## src/aprhs_pkg.sv

```systemverilog
`timescale 1ns / 1ps
// ----------------------------------------------------------------------------
// aprhs_pkg
// Types, widths and register codes shared by the cardiac RHS datapath.
// ----------------------------------------------------------------------------
package aprhs_pkg;

  // data word width (signed, 16 fraction bits)
  localparam int DataWidth = 24;
  localparam int FracBits  = 16;
  localparam int CfgWidth  = 23;

  // configuration port
  localparam int AddrWidth = 5;
  localparam int BusWidth  = 32;

  localparam logic [2:0] RegMu1        = 3'd0;
  localparam logic [2:0] RegMu2        = 3'd1;
  localparam logic [2:0] RegGainK      = 3'd2;
  localparam logic [2:0] RegThresholdA = 3'd3;
  localparam logic [2:0] RegEpsilon    = 3'd4;

  localparam logic [CfgWidth-1:0] Mu1Reset        = 23'd7864;
  localparam logic [CfgWidth-1:0] Mu2Reset        = 23'd19661;
  localparam logic [CfgWidth-1:0] GainKReset      = 23'd524288;
  localparam logic [CfgWidth-1:0] ThresholdAReset = 23'd6554;
  localparam logic [CfgWidth-1:0] EpsilonReset    = 23'd655;

  // intermediate widths, all signed unless noted
  localparam int MaxVC   = (DataWidth > CfgWidth + 1) ? DataWidth : CfgWidth + 1;
  localparam int KvW     = DataWidth + CfgWidth + 1;        // k*v, mu1*r
  localparam int T1W     = KvW - FracBits;                  // t1, q
  localparam int VrW     = 2 * DataWidth - FracBits;        // rnd(v*r)
  localparam int VaW     = MaxVC + 2;                       // v-a, v-a-1, v-1
  localparam int M2W     = T1W + VaW;
  localparam int T2W     = M2W - FracBits;
  localparam int HW      = T2W + 1;                         // h
  localparam int M3W     = T2W + VaW;
  localparam int T3W     = M3W - FracBits;
  localparam int DvW     = T3W + 2;                         // unsaturated dV
  localparam int DenW    = ((DataWidth - 1 > CfgWidth) ? DataWidth - 1 : CfgWidth) + 2;
  localparam int DMagW   = DenW - 1;                        // |den|, unsigned
  localparam int QMagW   = T1W - 1;                         // |q|, unsigned
  localparam int NumW    = QMagW + FracBits;                // dividend, quotient bits
  localparam int FW      = NumW + 1;                        // signed quotient
  localparam int GW      = FW + 1;                          // g
  localparam int GLoW    = GW / 2;
  localparam int PLoW    = GLoW + 1 + HW;
  localparam int PHiW    = GW - GLoW + HW;
  localparam int PW      = GW + HW;                         // g*h
  localparam int DrW     = PW - FracBits + 1;               // unsaturated dr

  typedef struct packed {
    logic [CfgWidth-1:0] mu1;
    logic [CfgWidth-1:0] mu2;
    logic [CfgWidth-1:0] gain_k;
    logic [CfgWidth-1:0] threshold_a;
    logic [CfgWidth-1:0] epsilon;
  } cfg_t;

  typedef struct packed {
    logic signed [DataWidth-1:0] potential;
    logic signed [DataWidth-1:0] recovery;
  } in_t;

  typedef struct packed {
    logic signed [DataWidth-1:0] potential_rate;
    logic signed [DataWidth-1:0] recovery_rate;
    logic                        overflow;
    logic                        divide_fault;
  } out_t;

  // one slot of the divider chain
  typedef struct packed {
    logic             vld;
    logic             fault;
    logic             qneg;
    logic [DMagW-1:0] dmag;
    logic [DMagW-1:0] rem;
    logic [NumW-1:0]  num;
  } div_t;

  // V-path results riding alongside the divider
  typedef struct packed {
    logic signed [DataWidth-1:0] dv;
    logic                        ovf;
    logic signed [HW-1:0]        h;
  } side_t;

endpackage

```

## src/aprhs_cfg.sv

```systemverilog
`timescale 1ns / 1ps
// ----------------------------------------------------------------------------
// aprhs_cfg
// APB register bank holding the five model coefficients.
// ----------------------------------------------------------------------------
module aprhs_cfg (
  input  logic                               clk_i,
  input  logic                               rst_ni,
  input  logic                               psel,
  input  logic                               penable,
  input  logic                               pwrite,
  input  logic [aprhs_pkg::AddrWidth-1:0]    paddr,
  input  logic [aprhs_pkg::BusWidth-1:0]     pwdata,
  output logic [aprhs_pkg::BusWidth-1:0]     prdata,
  output logic                               pready,
  output aprhs_pkg::cfg_t                    cfg_o
);

  aprhs_pkg::cfg_t cfg_q;
  logic [2:0] idx;
  logic       wr;
  logic [aprhs_pkg::CfgWidth-1:0] wval;
  logic [aprhs_pkg::CfgWidth-1:0] rval;

  assign idx  = paddr[aprhs_pkg::AddrWidth-1:2];
  assign wr   = psel & penable & pwrite;
  assign wval = pwdata[aprhs_pkg::CfgWidth-1:0];

  always_ff @(posedge clk_i or negedge rst_ni) begin
    if (!rst_ni) begin
      cfg_q.mu1         <= aprhs_pkg::Mu1Reset;
      cfg_q.mu2         <= aprhs_pkg::Mu2Reset;
      cfg_q.gain_k      <= aprhs_pkg::GainKReset;
      cfg_q.threshold_a <= aprhs_pkg::ThresholdAReset;
      cfg_q.epsilon     <= aprhs_pkg::EpsilonReset;
    end else if (wr) begin
      case (idx)
        aprhs_pkg::RegMu1:        cfg_q.mu1         <= wval;
        aprhs_pkg::RegMu2:        cfg_q.mu2         <= wval;
        aprhs_pkg::RegGainK:      cfg_q.gain_k      <= wval;
        aprhs_pkg::RegThresholdA: cfg_q.threshold_a <= wval;
        aprhs_pkg::RegEpsilon:    cfg_q.epsilon     <= wval;
        default: ;
      endcase
    end
  end

  always_comb begin
    case (idx)
      aprhs_pkg::RegMu1:        rval = cfg_q.mu1;
      aprhs_pkg::RegMu2:        rval = cfg_q.mu2;
      aprhs_pkg::RegGainK:      rval = cfg_q.gain_k;
      aprhs_pkg::RegThresholdA: rval = cfg_q.threshold_a;
      aprhs_pkg::RegEpsilon:    rval = cfg_q.epsilon;
      default:                  rval = '0;
    endcase
  end

  assign prdata = {{(aprhs_pkg::BusWidth - aprhs_pkg::CfgWidth){1'b0}}, rval};
  assign pready = 1'b1;
  assign cfg_o  = cfg_q;

endmodule

```

## config.mk

```make
export PLATFORM = sky130hd
export DESIGN_NAME = aprhs_cfg
export DESIGN_NICKNAME = d
export VERILOG_FILES = /design/src/aprhs_pkg.sv /design/src/aprhs_cfg.sv
export SDC_FILE = /design/constraint.sdc
export NUM_CORES = 1
export LEC_CHECK = 0
export BUFFER_PORTS_ARGS = -buffer_cell sky130_fd_sc_hd__buf_2
export CAP_MARGIN = 10
export CORE_ASPECT_RATIO = 1.1
export CORE_MARGIN = 3
export CORE_UTILIZATION = 43
export CTS_BUF_LIST = sky130_fd_sc_hd__clkbuf_4
export CTS_CLUSTER_DIAMETER = 30
export CTS_CLUSTER_SIZE = 8
export DETAILED_ROUTE_END_ITERATION = 16
export GPL_ROUTABILITY_DRIVEN = 0
export PLACE_DENSITY = 0.71
export SLEW_MARGIN = 15
export SYNTH_ARGS = -nofsm -noshare
export SYNTH_HDL_FRONTEND = slang
export SYNTH_SLANG_ARGS = --single-unit
export TNS_END_PERCENT = 20
```

## constraint.sdc

```tcl
create_clock -name clk_i -period 4.4 [get_ports clk_i]
set_clock_uncertainty 0.2 [all_clocks]
set_input_delay 0.88 -clock clk_i [delete_from_list [all_inputs] [get_ports clk_i]]
set_output_delay 0.88 -clock clk_i [all_outputs]
set_load 0.01 [all_outputs]
```

Word level (Yosys, flattened, before mapping)
Cells that the tools add are included.
{"block": "totals", "elab_cells": 18, "n_memories": 0, "regBits": 115, "in_bits": 42, "romBits": 0, "output_inout_bits": 148, "ram_bits": 0, "latch_bits": 0}
{"block": "classes", "muxes": 1, "n_eq_ne": 4, "n_mul": 0, "addsub": 0, "n_bitwise": 2, "n_shift": 0, "order_cmp": 0, "div_mod_pow": 0, "reduce_logical": 6}
{"cell": "23-bit one-hot mux with 5 select lines", "count": 1}
{"cell": "2-bit AND reduction", "count": 5}
{"cell": "3-bit by 2-bit equality test with 1-bit output, second input constant", "count": 2}
{"cell": "3-bit by 1-bit equality test with 1-bit output, second input constant", "count": 1}
{"cell": "3-bit equality test, second input constant", "count": 1}
{"cell": "3-bit zero test", "count": 1}
{"cell": "1-bit bitwise AND", "count": 2}

Longest topological paths before layout
{"block": "logic_depth", "depth_word": 3, "ltp_mapped": 5}

Worst setup path before layout
Ideal clock, no wire load.
{"block": "synth_path", "path_kind": "input to output", "startpoint": "input port paddr[2] in the netlist's numbering", "endpoint": "output port prdata[0] in the netlist's numbering", "arrival_time_ps": 2058, "required_ps": 3320, "setup_slack_ps": 1262, "path_buffers": 2, "cell_stages": 5, "path_cell_list": "buf_2 -> buf_1 -> mux2_2 -> a32oi_1 -> o21ai_0"}
{"block": "synth_via", "elab_chain_len": 2, "elab_cells_between_ends": 6, "cone_classes": "eq/ne: 4; mux: 1; reduce/logical: 1"}
{"element": "from (decl)", "line": "aprhs_cfg.sv:12", "rtl": "input logic [aprhs_pkg::AddrWidth-1:0] paddr,"}
{"element": "3-bit equality test, or another cell as far along", "line": "aprhs_cfg.sv:49", "rtl": "case (idx)"}
{"element": "23-bit one-hot mux with 5 select lines (*)", "line": "aprhs_cfg.sv:49"}
{"element": "to (decl)", "line": "aprhs_cfg.sv:14", "rtl": "output logic [aprhs_pkg::BusWidth-1:0] prdata,"}
Mark *: on every way between the ends. The rest lies on a longest branch, timed or not.

Worst setup path in the final report
{"block": "layout_path", "startpoint": "input port paddr[3] in the netlist's numbering", "endpoint": "output port prdata[4] in the netlist's numbering"}
Same word-level chain as after synthesis.

==> metrics <==
status completed; CP peak stage delay between 0.6 and 0.7 ns; first-pass GRT wire length 23660 µm; DP Cell Count between 600 and 700; fill count 1034; Cell Rows 42; Final Hold Vio Count 0; DR pass1 iterations 5; Slowest cell on crit path nor2_2; Post-route DRC 0; mean area per synthesized cell 14.32 µm²; NumNets Final 590; CTS resizes 0; Buf+Inv Stages, Crit Path 3; vias in the first global route ~4.3k; clk_lat worst skew just over 0.5 ns; crit end category output port; H-tree depth 4; Routed Antenna Nets 0; count of final setup violators 0; IO buf count 168; critical path fanouts, max 31; CTS tree done; Yosys reg bits 115; First DRT Iteration DRCs 340; Initial Util roughly 44%; kind of critical path in2out; slew margin rel. 40.26%; max-cap violations 0; post-synthesis cell type count 24; Core Footprint 0.01214 mm²; Tot GR Track Use between 20% and 30%; Die Wd 112.5 µm; fin util 54.77%; Final Power 3.061 mW; CTS clk-pin slew, worst paths 0.09 ns; Post-Route WL roughly 15000 µm; CTS Hold Bufs 0; maximum VDD drop 0.0002641 V; multi-input logic area 0.002297 mm²; vias 4003; drt wl/cell around 21 µm; DP HPWL 10210 µm; ant diodes 0; Post-Syn Instances 375; share of layout cells above drive strength 1 69.34%; fin cells 715; largest net degree at the start of global routing 47; post-route minimum period 3.719 ns; Top delay family on crit path buffers and inverters; setup TNS 0 ns; initial antenna violation count 0; max reg flops 115; clk sinks between 100 and 150; crit-path most repeated cell buf_2; worst-margin pin slew roughly 0.90 ns; IO Pins 190; unrepaired setup endpoints after global routing false; clk buf depth 2; period utilization 84.52%; Worst Setup Start Kind input pin; post-synthesis sequential area ratio 54.30%; Die ar. 0.01386 mm²; die height 123.2 µm; Via density 5.599; critical path data arrival time 2.64 ns; Post-CTS Setup Bufs 0; HP Class in2async; leakage power around 3.3 nW; Achievable Freq 268.9 MHz; Seq. cell area between 0.002 and 0.003 mm²; gr ovfl total 0; synthesized area 0.005369 mm²; Warnings, synthesis 0; Syn-to-layout area delta 23.84%; CP Data Required Time 3.32 ns; CTS Root Cell clkbuf_4; crit path cell chain buf_2 -> nor2_2 -> buf_4 -> a32oi_1 -> o21ai_0 -> buf_2; pwr/cell area 460.4 mW/mm²; Slew Viols, Final 0; cts bufs inserted 17
==> area by class of cell <==
| cell class | instances | share of cell area (%) |
|---|---|---|
| clock buffers | 19 | 2.145 |
| clock inverters | 13 | 2.126 |
| inverters | 1 | 0.05645 |
| multi-input cells | 230 | 34.55 |
| flip-flops and latches | 115 | 43.85 |
| well taps | 154 | 2.898 |
| repair buffers | 183 | 14.38 |
==> metal layers <==
layer | part of all wire (%) | up-vias | GRT usage [%]
li1 | - | 1742 | -
met1 | 41 | 2038 | 27.07
met2 | 48 | 201 | 37.07
met3 | 8.8 | 22 | 8.223
met4 | 1.6 | 0 | 7.663
met5 | 0 | - | 0
==> cell usage after synthesis, drive strengths merged <==
cell / n / share of area [%]
a22oi: 22 / 3.1
a2bb2oi: 1 / 0.16
a32oi: 23 / 3.8
and2b: 1 / 0.14
buf: 27 / 3.4
clkbuf: 10 / 0.70
conb: 2 / 0.14
dfrtp: 85 / 40
dfstp: 30 / 15
inv: 1 / 0.070
mux2: 138 / 30
nand2: 2 / 0.14
nand3: 1 / 0.093
nand4b: 1 / 0.44
nor2: 2 / 0.14
nor2b: 2 / 0.23
nor3: 1 / 0.19
nor3b: 2 / 0.47
o21ai: 23 / 2.1
or3: 1 / 0.12
==> through the flow <==
step	hold WS, ns	setup slack [ns]	cell area (µm²)
after floorplan	0.3664	1.262	5399
after global placement	0.3045	0.7111	6365
after detailed placement	0.3146	0.7071	6365
after CTS	0.1308	0.6865	6649
after global routing	0.1342	0.5369	6649
final	0.1607	0.6810	6649
==> layout by cell type, fill, tap and decap left out <==
cell type	count
or3_2	1
nand2_1	2
o21ai_0	23
nand4b_4	1
nor3_4	1
clkinv_2	5
dfrtp_1	85
conb_1	10
dfstp_2	30
and2b_1	1
nor2b_2	2
a32oi_1	23
nand3_1	1
inv_1	1
buf_4	16
mux2_2	118
nor2_4	1
a22oi_1	22
a2bb2oi_1	1
clkinvlp_4	2
nor2_2	1
clkinv_1	3
clkbuf_4	19
bufinv_16	3
mux2_4	20
nor3b_4	2
buf_2	167
==> logic make-up after synthesis <==
logic type	after synthesis	share of synthesized area (%)
buffers and inverters	38	4.125
and+or+nand+nor	13	1.958
muxes	138	30.34
AOI/OAI and AO/OA	69	9.135
other	2	0.1399
DFF	115	54.30
==> power by group <==
group,switching (mW),internal (mW)
combinational,0.392,0.409
sequential,0.168,1.30
clock,0.393,0.395
total,0.953,2.11
==> path summary, 6_finish.rpt <==
path                            from    endpoint  slack, ns  cells past startpoint
max                         paddr[3]   prdata[4]       0.68                      6
max in group asynchronous     rst_ni  cfg_o[104]       2.84                      2
min reg2reg                cfg_o[49]   cfg_o[49]       0.34                      1
min in group clk_i         cfg_o[49]   cfg_o[49]       0.34                      1
max reg2reg                cfg_o[22]   cfg_o[22]       3.38                      1
min                           rst_ni   cfg_o[94]       0.16                      1
No activity file was read; power rests on OpenSTA's default activity.
