### src/aprhs_pkg.sv
`timescale 1ns / 1ps
// ----------------------------------------------------------------------------
// aprhs_pkg
// Types, widths and register codes shared by the cardiac RHS datapath.
// ----------------------------------------------------------------------------
package aprhs_pkg;

  // data word width (signed, 16 fraction bits)
  localparam int DataWidth = 24;
  localparam int FracBits  = 16;
  localparam int CfgWidth  = 23;

  // configuration port
  localparam int AddrWidth = 5;
  localparam int BusWidth  = 32;

  localparam logic [2:0] RegMu1        = 3'd0;
  localparam logic [2:0] RegMu2        = 3'd1;
  localparam logic [2:0] RegGainK      = 3'd2;
  localparam logic [2:0] RegThresholdA = 3'd3;
  localparam logic [2:0] RegEpsilon    = 3'd4;

  localparam logic [CfgWidth-1:0] Mu1Reset        = 23'd7864;
  localparam logic [CfgWidth-1:0] Mu2Reset        = 23'd19661;
  localparam logic [CfgWidth-1:0] GainKReset      = 23'd524288;
  localparam logic [CfgWidth-1:0] ThresholdAReset = 23'd6554;
  localparam logic [CfgWidth-1:0] EpsilonReset    = 23'd655;

  // intermediate widths, all signed unless noted
  localparam int MaxVC   = (DataWidth > CfgWidth + 1) ? DataWidth : CfgWidth + 1;
  localparam int KvW     = DataWidth + CfgWidth + 1;        // k*v, mu1*r
  localparam int T1W     = KvW - FracBits;                  // t1, q
  localparam int VrW     = 2 * DataWidth - FracBits;        // rnd(v*r)
  localparam int VaW     = MaxVC + 2;                       // v-a, v-a-1, v-1
  localparam int M2W     = T1W + VaW;
  localparam int T2W     = M2W - FracBits;
  localparam int HW      = T2W + 1;                         // h
  localparam int M3W     = T2W + VaW;
  localparam int T3W     = M3W - FracBits;
  localparam int DvW     = T3W + 2;                         // unsaturated dV
  localparam int DenW    = ((DataWidth - 1 > CfgWidth) ? DataWidth - 1 : CfgWidth) + 2;
  localparam int DMagW   = DenW - 1;                        // |den|, unsigned
  localparam int QMagW   = T1W - 1;                         // |q|, unsigned
  localparam int NumW    = QMagW + FracBits;                // dividend, quotient bits
  localparam int FW      = NumW + 1;                        // signed quotient
  localparam int GW      = FW + 1;                          // g
  localparam int GLoW    = GW / 2;
  localparam int PLoW    = GLoW + 1 + HW;
  localparam int PHiW    = GW - GLoW + HW;
  localparam int PW      = GW + HW;                         // g*h
  localparam int DrW     = PW - FracBits + 1;               // unsaturated dr

  typedef struct packed {
    logic [CfgWidth-1:0] mu1;
    logic [CfgWidth-1:0] mu2;
    logic [CfgWidth-1:0] gain_k;
    logic [CfgWidth-1:0] threshold_a;
    logic [CfgWidth-1:0] epsilon;
  } cfg_t;

  typedef struct packed {
    logic signed [DataWidth-1:0] potential;
    logic signed [DataWidth-1:0] recovery;
  } in_t;

  typedef struct packed {
    logic signed [DataWidth-1:0] potential_rate;
    logic signed [DataWidth-1:0] recovery_rate;
    logic                        overflow;
    logic                        divide_fault;
  } out_t;

  // one slot of the divider chain
  typedef struct packed {
    logic             vld;
    logic             fault;
    logic             qneg;
    logic [DMagW-1:0] dmag;
    logic [DMagW-1:0] rem;
    logic [NumW-1:0]  num;
  } div_t;

  // V-path results riding alongside the divider
  typedef struct packed {
    logic signed [DataWidth-1:0] dv;
    logic                        ovf;
    logic signed [HW-1:0]        h;
  } side_t;

endpackage

### src/aprhs_div_cell.sv
`timescale 1ns / 1ps
// ----------------------------------------------------------------------------
// aprhs_div_cell
// One restoring-division step: retires one quotient bit per cell.
// ----------------------------------------------------------------------------
module aprhs_div_cell (
  input  logic            clk_i,
  input  logic            rst_ni,
  input  logic            en_i,
  input  aprhs_pkg::div_t cell_i,
  output aprhs_pkg::div_t cell_o
);

  localparam int DMagW = aprhs_pkg::DMagW;
  localparam int NumW  = aprhs_pkg::NumW;

  logic                vld_q;
  aprhs_pkg::div_t     data_q;
  aprhs_pkg::div_t     data_d;
  logic [DMagW+1:0]    diff;

  always_comb begin
    // trial subtract of {rem, next dividend bit}
    diff   = {1'b0, cell_i.rem, cell_i.num[NumW-1]} - {2'b00, cell_i.dmag};
    data_d = cell_i;
    if (!diff[DMagW+1]) begin
      data_d.rem = diff[DMagW-1:0];
      data_d.num = {cell_i.num[NumW-2:0], 1'b1};
    end else begin
      data_d.rem = {cell_i.rem[DMagW-2:0], cell_i.num[NumW-1]};
      data_d.num = {cell_i.num[NumW-2:0], 1'b0};
    end
  end

  always_ff @(posedge clk_i or negedge rst_ni) begin
    if (!rst_ni) begin
      vld_q <= 1'b0;
    end else if (en_i) begin
      vld_q <= cell_i.vld;
    end
  end

  always_ff @(posedge clk_i) begin
    if (en_i) begin
      data_q <= data_d;
    end
  end

  always_comb begin
    cell_o     = data_q;
    cell_o.vld = vld_q;
  end

endmodule

### config.mk
export PLATFORM = sky130hd
export DESIGN_NAME = aprhs_div_cell
export DESIGN_NICKNAME = d
export VERILOG_FILES = /design/src/aprhs_pkg.sv /design/src/aprhs_div_cell.sv
export SDC_FILE = /design/constraint.sdc
export NUM_CORES = 1
export LEC_CHECK = 0
export ABC_AREA = 1
export BUFFER_PORTS_ARGS = -buffer_cell sky130_fd_sc_hd__buf_2
export CAP_MARGIN = 30
export CORE_MARGIN = 3
export CORE_UTILIZATION = 25
export CTS_CLUSTER_DIAMETER = 80
export DETAILED_ROUTE_END_ITERATION = 12
export MAX_ROUTING_LAYER = met4
export PLACE_DENSITY = 0.46
export SYNTH_ARGS = -nofsm -noshare
export SYNTH_HDL_FRONTEND = slang
export SYNTH_SLANG_ARGS = --single-unit
### constraint.sdc
create_clock -name clk_i -period 0.8 [get_ports clk_i]
set_input_delay 0.04 -clock clk_i [delete_from_list [all_inputs] [get_ports clk_i]]
set_output_delay 0.04 -clock clk_i [all_outputs]
set_load 0.1 [all_outputs]
-- Yosys cells after proc, flatten, opt, wreduce, memory -nomap -nowiden
Index checks and enable logic that the tools add are counted.
Widths: inputs -> output; s select.
- flip-flop bits (word level): 98
- latch bits: 0
- bits in writable memories: 0
- memory bits (read-only): 0
- input bits: 101
- word-level logic and storage cells: 8
- memories: 0
- add/sub/neg operators: 1
- multiply operators: 0
- div/mod/pow operators: 0
- magnitude comparators: 0
- equal/unequal tests: 0
- shift-type cells: 0
- muxes and demuxes: 1
- bitwise gates (word level): 0
- reductions and logical operators: 0
- operators by type and width (operator ; count):
    $mux 71 ; 1
    $sub 25x24->26 ; 1

-- Depth between registers and ports, before layout
Gate-level depths: netlist of the first run.
- word-level depth: 2
- depth in mapped cells: 13

-- Least setup slack after synthesis of the first run
No wires, ideal clock.
- path kind: input to register
- from: in cell_i[46] in the netlist's numbering
- to: reg data_q, in the netlist cell_o[63] (data pin)
- setup time: 252 ps
- arrival time: 1362 ps
- slack: -814 ps
- stages on the path: 13
- buffers on the path: 0
- cells stage by stage: inv_1 > ha_1 > fa_1 > inv_1 > nand3_1 > nand3_1 > nand2_1 > nand2_1 > nand2_1 > nand2_1 > nand2_1 > nand3_2 > nand2_1
- RTL lines (what ; RTL line ; source):
    start, declared ; aprhs_div_cell.sv:10 ; input aprhs_pkg::div_t cell_i,
    end signal, assigned ; aprhs_div_cell.sv:45 ; data_q <= data_d;
    end, declared ; aprhs_div_cell.sv:18 ; aprhs_pkg::div_t data_q;

==> out/qor.txt, run 1 <==
Slew Viols, Final = 0
Critical Path Max Stage Delay = 0.36 ns
Nets = 1,090
Post-synth top area share = 0.542
Mapped Cells = 563
Yosys reg bits = 98
Pwr/cell area = 1850 nW/µm²
CP Capture Type = register
Worst-path cell chain = buf_2 -> ha_4 -> fa_2 -> inv_2 -> nand3_2 -> nand3_4 -> buf_4 -> nand3_2 -> nand3_2 -> nand2_1 -> nand3_2 -> nand2_1
Mapped cell area = 5370 µm²
CP Launch Type = primary input
Via/cell ratio = 4.17
Synth top area cells = edfxtp_1 (54%), nand2_1 (13%), inv_1 (7.3%)
CTS Buffer Depth = 2
Crit path DAT = 1.46 ns
Clk slew on worst S/H paths = 0.08 ns
GPL Wtd Cong = 0.878
CP Class = in2reg
Ys async rst share = 0.0102
HP Class = in2reg
Worst R2R Start = vld_q
Slew margin rel. = 0.808
Final clock skew = 0 ns
I/O pin count = 199
Yosys top cell by area = edfxtp_1
Diodes inserted = 0
CP dominant cell by count = nand3_2
CTS root buf = clkbuf_16
Global-route wire length before repair = 28.9 mm
Worst vdd ir = 0.00109 V
Unique cell type count in the Yosys netlist = 32
Share of cells above drive strength 1 = 0.563
DR vias = 5,165
Leak = 5.17 nW
Finished Layout Cells = 1,239
Vias in the first global route = 5,300
Pwr Total = 20.7 mW
Htree depth = 3
Largest net degree at the start of global routing = 33
Final Setup Violations = 123
GR Overflow Total = 0
DRT iter0 DRCs = 177
Post-Syn Area per Cell = 9.54 µm²
Syn Nets = 689
Final ANT Viol Nets = 0
Crit path launch = cell_i[71]
Die Height = 153 µm
Max-cap violation count = 0
Status = complete, but fails checks
Final WL = 18.9 mm
Die area = 23,300 µm²
Num CTS Buffers = 9
Slowest-stage cell, CP = fa_2
Mean routed wirelength per cell = 15.2 µm
Number of synthesized flops with an enable pin = 97
Fill count = 1,844
Dpl cells = 1,119
Row count = 52
Total Routing Usage GR = 0.162
Initial antenna violation count = 0
Width of the die = 153 µm
Least-Margin Pin Slew = 0.286 ns
DP HPWL = 13.9 mm
Most frequent cell after synthesis = nand2_1
DRT Pass-1 Iters = 4
Ys Warns = 0
Failing checks = negative setup slack
Crit-path max FO = 4
Fin crit period = 1.35 ns
Top cell types by occurrence after synthesis = nand2_1 (186), inv_1 (105), edfxtp_1 (97), nand3_2 (29), nor2_1 (25)
Initial Utilization = 0.260
RSZ-0062 raised after global routing = true
Core Area = 20,700 µm²
Clk sink count = 98
Max Clk Rate = 0.741 GHz
Final hold violation count = 0
Post-synthesis sequential area ratio = 0.547
Setup WS post-layout = -0.550 ns
CP required = 0.91 ns
HP Start = cell_i[55]
# DRC = 0
Fin crit share = 1.69
I/O Buffers = 198
Primary FF master, synth = edfxtp_1
Hold WS = 0.0496 ns
Clock network latency to the later pin of the worst-skew pair = 0.36 ns
CTS tree = done
Area Growth Syn to Fin = 109%
## timing repair
action,in CTS,in global routing
buffers inserted,9,11
resized for setup,87,111
gates cloned,3,2
pin swaps,13,47
endpoints found under the setup margin,123,124
hold buffers,78,2
endpoints found under the hold margin,77,2
## layout make-up
cell class	instances	area (µm²)	area share
Timing Repair Buffer	394	4440	0.395
Tap cell	270	338	0.0301
Clock buffer	9	225	0.0200
Sequential cell	98	2940	0.261
Multi-Input combinational cell	351	2770	0.246
Clock inverter	7	72.6	0.00646
Inverter	110	455	0.0405
## metal layers
metal  up-vias  wire length, µm  GRT usage
met2       187             9120      0.264
li1       2606                -          -
met5         -                0          -
met3        23             1100     0.0307
met4         0              367     0.0484
met1      2349             8270      0.206
## cells by family (layout without fill, tap and decap cells)
family	after synthesis	after routing	synth area share
AND/OR/NAND/NOR	296	299	0.270
buffers and inverters	117	520	0.0892
flip-flops	98	98	0.547
adder cells (fa/ha/maj)	25	25	0.0596
AO/OA/AOI/OAI	15	15	0.0147
XOR/XNOR	11	11	0.0179
multiplexers	1	1	0.00210
## sequential cells by signal, indices dropped and copies added (netlist names)
signal  flops
cell_o     97
vld_q       1
## power breakdown
group / internal (mW) / switching, mW
clock: 2.20 / 2.24
combinational: 3.89 / 5.75
sequential: 6.27 / 0.399
total: 12.4 / 8.39
## worst max-delay path: cells and delay by family
family,cells,cell delay (ns)
AND/OR/NAND/NOR,7,0.57
adder cells (fa/ha/maj),2,0.52
buffers and inverters,3,0.33
## cells in the final DEF, fill, tap and decap left out, types with 10 or more instances in the layout
cell,count
nand3_2,37
nand2_4,19
nand2_1,116
clkbuf_16,11
ha_4,24
nor2_1,11
inv_1,79
dlygate4sd3_1,80
buf_6,21
edfxtp_1,97
buf_12,105
buf_2,78
nand2_2,60
nand3_1,12
nor2_2,12
inv_2,19
buf_4,101
inv_4,10
## per-stage QoR
step / cell area [µm²] / util / worst slack (ns) / TNS [ns]
2_1_floorplan: 5750 / - / -0.643 / -29.26
3_3_place_gp: 9260 / 0.447 / -1.03 / -24.46
3_5_place_dp: 9260 / 0.447 / -1.02 / -24.26
4_1_cts: 10700 / 0.518 / -0.497 / -33.06
5_1_grt: 11200 / 0.543 / -0.594 / -36.88
6_report: 11200 / 0.543 / -0.550 / -32.46
## final timing paths
| check | to | slack (ns) | cells after the start |
|---|---|---|---|
| max in group asynchronous | vld_q | 0.18 | 3 |
| worst max-delay path | cell_o[67] | -0.55 | 12 |
| worst min-delay path | cell_o[56] | 0.05 | 3 |
| worst min register to register | vld_q | 0.59 | 1 |
| worst max register to register | vld_q | 0.01 | 1 |
| min in group asynchronous | vld_q | 0.52 | 3 |
No activity file was read; power rests on OpenSTA's default activity.
==> inputs of run 2 (changes only) <==
CAP_MARGIN = 5   (was 30)
RECOVER_POWER = 50   (was unset)
==> run 2 against run 1 <==
  * The run still ends with negative setup slack left
  * Core utilization fell by 0.18 points
  * Via count barely moved
  * Largest cell class unchanged
  * Setup slack barely moved
  * Global-route usage did not move
  * Hold slack got worse by 0.0012 ns
  * Critical path type unchanged
  * Clock power barely moved
  * Die area did not move
  * Clock skew did not move
  * Final area fell by 0.33%
  * Count of clock-buffer cells in the layout did not move
  * Maximum frequency barely moved
==> out/qor.txt, run 2 (same netlist as run 1, synthesis figures left out) <==
Crit path DAT = 1.47 ns (was 1.46 ns)
Via/cell ratio = 4.17 (about the same)
Metal3 WL = 1.11 mm (was 1.10 mm)
I/O Buffers = 198 (unchanged)
CP Capture Type = register (unchanged)
Nets = 1,090 (unchanged)
Initial antenna violation count = 0 (unchanged)
DRT iter0 DRCs = 169 (was 177)
Worst-path cell chain = buf_2 -> ha_4 -> fa_2 -> inv_2 -> nand3_2 -> nand3_4 -> buf_4 -> nand3_2 -> nand3_2 -> nand2_1 -> nand3_2 -> nand2_1 (unchanged)
Cell family with most CP delay = simple AND/OR/NAND/NOR gates (unchanged)
Vias in the first global route = 5,300 (unchanged)
Final ANT Viol Nets = 0 (unchanged)
CTS tree = done (unchanged)
Hold WS = 0.0484 ns (was 0.0496 ns)
Clock network latency to the later pin of the worst-skew pair = 0.36 ns (about the same)
CTS root buf = clkbuf_16 (unchanged)
Width of the die = 153 µm (unchanged)
Met2 routed WL = 9.14 mm (was 9.12 mm)
Critical Path Max Stage Delay = 0.36 ns (about the same)
Leak = 5.16 nW (was 5.17 nW)
DP HPWL = 13.9 mm (unchanged)
Least-Margin Pin Slew = 0.453 ns (was 0.286 ns)
Num CTS Buffers = 9 (unchanged)
Status = complete, but fails checks (unchanged)
DR vias = 5,161 (was 5,165)
I/O pin count = 199 (unchanged)
Diodes inserted = 0 (unchanged)
Pwr Total = 20.7 mW (about the same)
Slew Viols, Final = 0 (unchanged)
DRT Pass-1 Iters = 4 (unchanged)
RSZ-0062 raised after global routing = true (unchanged)
Failing checks = negative setup slack (unchanged)
Final WL = 18.9 mm (about the same)
GR Overflow Total = 0 (unchanged)
CP required = 0.92 ns (was 0.91 ns)
Final Setup Violations = 161 (was 123)
Clk slew on worst S/H paths = 0.08 ns (about the same)
# DRC = 0 (unchanged)
Clk sink count = 98 (unchanged)
WP buf/inv = 3 (unchanged)
CTS Buffer Depth = 2 (unchanged)
Design area = 11,200 µm² (about the same)
Most frequent cells in the layout = nand2_1 (116), buf_12 (103), buf_4 (99) (was nand2_1 (116), buf_12 (105), buf_4 (101))
Die area = 23,300 µm² (unchanged)
Wl on met1 = 8.27 mm (about the same)
Max-cap violation count = 0 (unchanged)
R2R Setup Slk = 0.01 ns (about the same)
CP Class = in2reg (unchanged)
Worst vdd ir = 0.00109 V (about the same)
Die Height = 153 µm (unchanged)
CP dominant cell by count = nand3_2 (unchanged)
Dpl cells = 1,119 (unchanged)
Fin crit period = 1.35 ns (about the same)
CP Launch Type = primary input (unchanged)
Final clock skew = 0 ns (unchanged)
Fin crit share = 1.69 (about the same)
Global-route wire length before repair = 28.9 mm (unchanged)
Fill count = 1,851 (was 1,844)
GPL Wtd Cong = 0.878 (unchanged)
Uppermost layer routed = met4 (unchanged)
Largest register FFs = 97 (unchanged)
Row count = 52 (unchanged)
Total Routing Usage GR = 0.162 (unchanged)
Area Growth Syn to Fin = 108% (was 109%)
Final hold violation count = 0 (unchanged)
Mean routed wirelength per cell = 15.2 µm (about the same)
Commonest non-fill, non-tap cell in the layout = nand2_1 (unchanged)
Max Clk Rate = 0.741 GHz (about the same)
Initial Utilization = 0.260 (unchanged)
Core Area = 20,700 µm² (unchanged)
Setup WS post-layout = -0.550 ns (about the same)
Placed Area = 9260 µm² (unchanged)
Slew margin rel. = 0.698 (was 0.808)
Crit-path max FO = 4 (unchanged)
Pwr/cell area = 1850 nW/µm² (about the same)
Finished Layout Cells = 1,239 (unchanged)
Slowest-stage cell, CP = fa_2 (unchanged)
Largest net degree at the start of global routing = 33 (unchanged)
Utilization after layout = 0.541 (was 0.543)
Share of cells above drive strength 1 = 0.561 (was 0.563)
HP Class = in2reg (unchanged)
Htree depth = 3 (unchanged)
[run 2: changes by cell type in the layout (fill, tap and decap cells not counted)]
| cell | delta |
|---|---|
| clkbuf_2 | +2 |
| clkbuf_1 | +2 |
| buf_4 | -2 |
| buf_12 | -2 |
[run 2: power breakdown]
group          internal [mW]  total (mW)  switching [mW]  leakage, nW
clock network           2.20        4.46            2.25        0.146
registers               6.27        6.67           0.399        0.961
logic                   3.87        9.61            5.75         4.05
total                   12.3        20.7            8.40         5.16
[run 2: worst paths after layout]
check,depth (start not counted),from,to
worst min register to register,1,vld_q,vld_q
worst min-delay path,3,cell_i[55],cell_o[56]
worst max-delay path,12,cell_i[71],cell_o[67]
min in group asynchronous,3,rst_ni,vld_q
worst max register to register,1,vld_q,vld_q
max in group asynchronous,3,rst_ni,vld_q
[run 2: final cells by class]
cell class / instances / area [µm²] / area share
repair buffers: 394 / 4410 / 0.393
clock inverters: 7 / 72.6 / 0.00648
multi-input cells: 351 / 2770 / 0.247
inverters: 110 / 455 / 0.0407
clock buffers: 9 / 225 / 0.0201
well taps: 270 / 338 / 0.0302
flip-flops and latches: 98 / 2940 / 0.262
[run 2: metal layers]
layer  vias to the layer above  track usage
met5                         -            -
met4                         0       0.0484
met3                        21       0.0307
met2                       186        0.264
met1                      2347        0.206
li1                       2607            -
[run 2: what timing repair did]
action	4_1_cts	5_1_grt
pin swaps	13	47
endpoints found under the hold margin	77	2
gates cloned	3	2
resized for setup	87	111
hold buffers	78	2
setup endpoints to repair	123	124
setup buffers	9	11
[run 2: tightest hold or removal path, stage by stage]
cell	delay, ns
buf_2	0.12
nand3_1	0.08
nand2_1	0.06
[run 2: per-stage QoR]
| stage | TNS (ns) | setup WS, ns |
|---|---|---|
| 4_1_cts | -33.06 | -0.497 |
| 5_1_grt | -42.18 | -0.594 |
| 2_1_floorplan | -29.26 | -0.643 |
| 3_3_place_gp | -24.46 | -1.03 |
| 3_5_place_dp | -24.26 | -1.02 |
| 6_report | -33.65 | -0.550 |
